===== src/hw/rtl/egd_pkg.sv =====
// egd_pkg: shared constants, types and register codes for the 3x3 edge gradient core
// no dependencies; imported by every module of the block
`timescale 1ns / 1ps

package egd_pkg;

  // pixel and result payload widths
  localparam int PIX_W = 8;
  localparam int MAG_W = 8;

  // line store geometry
  localparam int MAX_WIDTH = 1024;
  localparam int ADDR_W    = $clog2(MAX_WIDTH);

  // configuration register widths and reset values
  localparam int WIDTH_W  = 11;
  localparam int HEIGHT_W = 16;
  localparam int DATA_W   = 16;
  localparam logic [WIDTH_W-1:0]  WIDTH_RESET  = WIDTH_W'(640);
  localparam logic [HEIGHT_W-1:0] HEIGHT_RESET = HEIGHT_W'(480);
  localparam logic [WIDTH_W-1:0]  WIDTH_MAX    = WIDTH_W'(MAX_WIDTH);
  localparam logic [WIDTH_W-1:0]  WIDTH_MIN    = WIDTH_W'(3);
  localparam logic [HEIGHT_W-1:0] HEIGHT_MIN   = HEIGHT_W'(3);

  // window row/column sums: three pixels
  localparam int SUM_W = PIX_W + 2;

  // register indexes
  typedef enum logic [0:0] {
    REG_IMAGE_WIDTH  = 1'b0,
    REG_IMAGE_HEIGHT = 1'b1
  } reg_index_t;

  // line store access for one pixel: read at accept, write when it leaves the read stage
  typedef struct packed {
    logic              rd_en;
    logic [ADDR_W-1:0] rd_addr;
    logic              wr_en;
    logic [ADDR_W-1:0] wr_addr;
  } lb_req_t;

endpackage


===== src/hw/rtl/egd_gradient.sv =====
// egd_gradient: 3x3 window shift register and row/column difference magnitude
// depends on egd_pkg; magnitude is computed from the window as it will be after the shift
`timescale 1ns / 1ps

module egd_gradient (
  input  logic                      clk,
  input  logic                      rst,
  input  logic                      shift,
  input  logic [egd_pkg::PIX_W-1:0] top,
  input  logic [egd_pkg::PIX_W-1:0] mid,
  input  logic [egd_pkg::PIX_W-1:0] pixel,
  output logic [egd_pkg::MAG_W-1:0] magnitude
);
  import egd_pkg::*;

  logic [PIX_W-1:0] window      [9];
  logic [PIX_W-1:0] window_next [9];
  logic [SUM_W-1:0] top_sum, bot_sum, left_sum, right_sum;
  logic [SUM_W-1:0] row_diff, col_diff;
  logic [SUM_W:0]   total;

  // shift left by one column, new column enters on the right
  always_comb begin
    window_next[0] = window[1];
    window_next[1] = window[2];
    window_next[2] = top;
    window_next[3] = window[4];
    window_next[4] = window[5];
    window_next[5] = mid;
    window_next[6] = window[7];
    window_next[7] = window[8];
    window_next[8] = pixel;
  end

  always_ff @(posedge clk) begin
    if (rst) begin
      for (int i = 0; i < 9; i++) window[i] <= '0;
    end else if (shift) begin
      for (int i = 0; i < 9; i++) window[i] <= window_next[i];
    end
  end

  // unit-weight row and column sums
  always_comb begin
    top_sum   = SUM_W'(window_next[0]) + SUM_W'(window_next[1]) + SUM_W'(window_next[2]);
    bot_sum   = SUM_W'(window_next[6]) + SUM_W'(window_next[7]) + SUM_W'(window_next[8]);
    left_sum  = SUM_W'(window_next[0]) + SUM_W'(window_next[3]) + SUM_W'(window_next[6]);
    right_sum = SUM_W'(window_next[2]) + SUM_W'(window_next[5]) + SUM_W'(window_next[8]);
    row_diff  = (top_sum > bot_sum) ? top_sum - bot_sum : bot_sum - top_sum;
    col_diff  = (left_sum > right_sum) ? left_sum - right_sum : right_sum - left_sum;
    total     = {1'b0, row_diff} + {1'b0, col_diff};
    magnitude = total[MAG_W-1:0];
  end

endmodule


===== config.mk =====
export PLATFORM = sky130hd
export DESIGN_NAME = egd_gradient
export DESIGN_NICKNAME = d
export VERILOG_FILES = /design/src/hw/rtl/egd_pkg.sv /design/src/hw/rtl/egd_gradient.sv
export SDC_FILE = /design/constraint.sdc
export NUM_CORES = 1
export LEC_CHECK = 0
export BUFFER_PORTS_ARGS = -buffer_cell sky130_fd_sc_hd__buf_4
export CAP_MARGIN = 40
export CORE_MARGIN = 5
export CORE_UTILIZATION = 56
export CTS_BUF_LIST = sky130_fd_sc_hd__clkbuf_8 sky130_fd_sc_hd__clkbuf_16
export CTS_CLUSTER_DIAMETER = 150
export DETAILED_ROUTE_END_ITERATION = 7
export GPL_ROUTABILITY_DRIVEN = 0
export PLACE_DENSITY = 0.75
export SLEW_MARGIN = 20
export SYNTH_ARGS = -nofsm -noshare
export SYNTH_HDL_FRONTEND = slang
export SYNTH_SLANG_ARGS = --single-unit
export TNS_END_PERCENT = 5

===== constraint.sdc =====
create_clock -name clk -period 10.2 [get_ports clk]
set_clock_uncertainty 0.05 [all_clocks]
set_input_delay 2.04 -clock clk [delete_from_list [all_inputs] [get_ports clk]]
set_output_delay 2.04 -clock clk [all_outputs]
set_load 0.05 [all_outputs]

==> flow_results.xml <==
<?xml version="1.0" encoding="UTF-8"?>
<metrics>
  <group name="setup_path">
    <metric name="critical-path-slowest-cell" unit="">sky130_fd_sc_hd__fa_1</metric>
    <metric name="cp_max_fo" unit="">7</metric>
    <metric name="worstSetupStartpointType" unit="">input pin</metric>
    <metric name="critPathBufInv" unit="">4</metric>
    <metric name="critical_path.max_stage_delay" unit="ps">540</metric>
    <metric name="cp_data_required_time" unit="ps">8110</metric>
    <metric name="arrival" unit="ps">7630</metric>
    <metric name="critical-path-top-delay-family" unit="">compound AO/OA/AOI/OAI gates</metric>
    <metric name="critical_path.endpoint_type" unit="">output pin</metric>
    <metric name="timing_worst_setup_path_type" unit="">in -&gt; out</metric>
  </group>
  <group name="global_route">
    <metric name="wire_length_of_the_first_global_routing_pass" unit="mm">16.1</metric>
    <metric name="groute.usage.overall" unit="">0.176</metric>
    <metric name="grt_max_degree" unit="">49</metric>
    <metric name="grt_pass1_vias" unit="">3554</metric>
    <metric name="antenna_found_initial" unit="">0</metric>
    <metric name="global_route.overflow_total" unit="">0</metric>
  </group>
  <group name="die">
    <metric name="die-width" unit="µm">105</metric>
    <metric name="design.core.area" unit="mm²">0.00881</metric>
    <metric name="die_area" unit="mm²">0.0111</metric>
    <metric name="floorplan.initialDensity" unit="">0.579</metric>
    <metric name="ioPinCount" unit="">35</metric>
    <metric name="die_h" unit="µm">105</metric>
    <metric name="site_rows" unit="">34</metric>
  </group>
  <group name="clocking">
    <metric name="cts_tree" unit="">built</metric>
    <metric name="ctsHtreeMaxLevel" unit="">2</metric>
    <metric name="cts_resized" unit="">0</metric>
    <metric name="numClockSinks" unit="">48</metric>
    <metric name="root_buffer" unit="">sky130_fd_sc_hd__clkbuf_8</metric>
    <metric name="clk-insertion-delay-late" unit="ps">300</metric>
    <metric name="numCtsBuffers" unit="">5</metric>
    <metric name="cts_buffer_depth" unit="">2</metric>
    <metric name="clkTransAtPathRegs" unit="ps">80</metric>
    <metric name="postCtsSetupBuffers" unit="">0</metric>
    <metric name="holdBufCountCts" unit="">0</metric>
  </group>
  <group name="cells_and_area">
    <metric name="num-nets-final" unit="">657</metric>
    <metric name="layout.cells.most_common" unit="">sky130_fd_sc_hd__inv_1</metric>
    <metric name="max_reg_flops" unit="">48</metric>
    <metric name="top_register" unit="">window</metric>
    <metric name="reg.largest.list" unit="">window x48</metric>
    <metric name="layout.cells.most_common_list" unit="">sky130_fd_sc_hd__inv_1 (82), sky130_fd_sc_hd__ha_1 (69), sky130_fd_sc_hd__and2_1 (49)</metric>
    <metric name="insertedDiodeCount" unit="">0</metric>
    <metric name="syn2layout_area_growth" unit="%">8.95</metric>
    <metric name="postLayoutCoreUtil" unit="">0.631</metric>
    <metric name="final_layout_size_suffix_gt1_frac" unit="">0.0981</metric>
  </group>
  <group name="synth">
    <metric name="synth_largest_area_cell" unit="">sky130_fd_sc_hd__edfxtp_1</metric>
    <metric name="post_synth_inst_count" unit="">485</metric>
    <metric name="share_of_synthesized_area_occupied_by_flip_flops_and_latches" unit="">0.282</metric>
    <metric name="ffs_latches_synth" unit="">48</metric>
    <metric name="average_cell_area_after_synthesis" unit="µm²">10.5</metric>
    <metric name="synth_largest_type_area_fraction" unit="">0.282</metric>
    <metric name="synth_cell_types" unit="">36</metric>
    <metric name="yosys_warnings" unit="">0</metric>
    <metric name="ys_top_cells_by_area" unit="">sky130_fd_sc_hd__edfxtp_1 (28%), sky130_fd_sc_hd__ha_1 (17%), sky130_fd_sc_hd__fa_1 (16%)</metric>
    <metric name="syn_nets" unit="">622</metric>
    <metric name="synthesis.area" unit="mm²">0.00510</metric>
  </group>
  <group name="sta">
    <metric name="timing.max_slew.rel_slack" unit="">0.629</metric>
    <metric name="slew_viol_final" unit="">0</metric>
    <metric name="timing.fmax" unit="MHz">103</metric>
    <metric name="worst_slew_pin_slew" unit="ps">557</metric>
    <metric name="fin_crit_sh" unit="">0.953</metric>
    <metric name="timing.hold.ws" unit="ps">477</metric>
    <metric name="grt_setup_unrepaired" unit="">no</metric>
    <metric name="finalWorstPathRequiredPeriod" unit="ps">9720</metric>
    <metric name="setup_viol" unit="">0</metric>
    <metric name="fin_setup_tns" unit="ps">0</metric>
    <metric name="hold_viol_final" unit="">0</metric>
  </group>
  <group name="route">
    <metric name="drcViolationCount" unit="">0</metric>
    <metric name="first_pass_iters" unit="">4</metric>
    <metric name="routed_via_density" unit="">5.33</metric>
    <metric name="drt_first_iter_violations" unit="">95</metric>
    <metric name="postRouteWirelength" unit="mm">9.39</metric>
    <metric name="routed_wl_per_cell" unit="µm">15.0</metric>
    <metric name="dr_total_vias" unit="">3350</metric>
    <metric name="detail-route-antenna-nets" unit="">0</metric>
  </group>
  <group name="placed_design">
    <metric name="port_buffers" unit="">34</metric>
    <metric name="dp.final_hpwl" unit="mm">8.03</metric>
  </group>
  <group name="min_path">
    <metric name="hold_path.class" unit="">reg -&gt; reg</metric>
  </group>
  <group name="job">
    <metric name="max-cap-violations" unit="">0</metric>
  </group>
  <group name="status">
    <metric name="outcome" unit="">completed</metric>
  </group>
</metrics>
==> Yosys cell counts, drive strengths merged <==
cell,number
nor3,1
a21o,18
inv,82
nand4,4
nor2,11
mux2,4
nand2b,1
or2,1
a211oi,3
buf,2
nor2b,5
a31oi,2
fa,41
o21ai,14
and3,1
o21a,3
nand3,1
and2,49
mux2i,10
edfxtp,48
a21boi,2
xnor3,1
a21oi,36
o31a,1
a221oi,3
o41ai,1
xor2,11
o21bai,11
clkbuf,6
nand2,11
ha,69
o31ai,1
o221ai,1
xnor2,30
==> layer usage <==
layer  vias up  track usage  share of wire
li1       1683            -              -
met1      1596        0.213           0.43
met2        53        0.321           0.52
met3        18       0.0275          0.029
met4         0       0.0515          0.020
met5         -            0              0
==> stage by stage <==
| step | instance area, µm² | instances | setup WS [ps] |
|---|---|---|---|
| global route | 5560 | 628 | 113 |
| detailed placement | 5480 | 621 | 493 |
| floorplan | 5100 | 485 | 948 |
| CTS | 5560 | 628 | 482 |
| finish | 5560 | 628 | 481 |
| global placement | 5460 | 620 | 576 |
==> cell type report <==
type                    instances  area, µm²
fillers                       742       3250
flip-flops and latches         48       1440
repair buffers                 36        283
clock buffers                   5       68.8
inverters                      82        308
multi-input cells             347       3310
well taps                     108        135
clock inverters                 2       12.5
==> worst paths after layout <==
kind,startpoint,to,slack (ps),cells past startpoint
setup / recovery,top[1],magnitude[7],480,26
hold / removal,window[5][7],window[4][7],480,1
setup reg to reg,window[8][4],window[7][4],9320,1
hold reg to reg,window[5][7],window[4][7],480,1
==> cell families (layout without fill, tap and decap cells) <==
kind of cell,after synthesis,count (layout),share of synthesized area
xor+xnor,42,42,0.0748
fa+ha+maj,110,110,0.330
mux,14,14,0.0284
simple gates,85,85,0.0934
buf+inv,90,125,0.0692
flops,48,48,0.282
compound gates,96,96,0.122
Power is not shown: default switching activity piles up to over one toggle a cycle in this logic, so the estimate is an artifact.
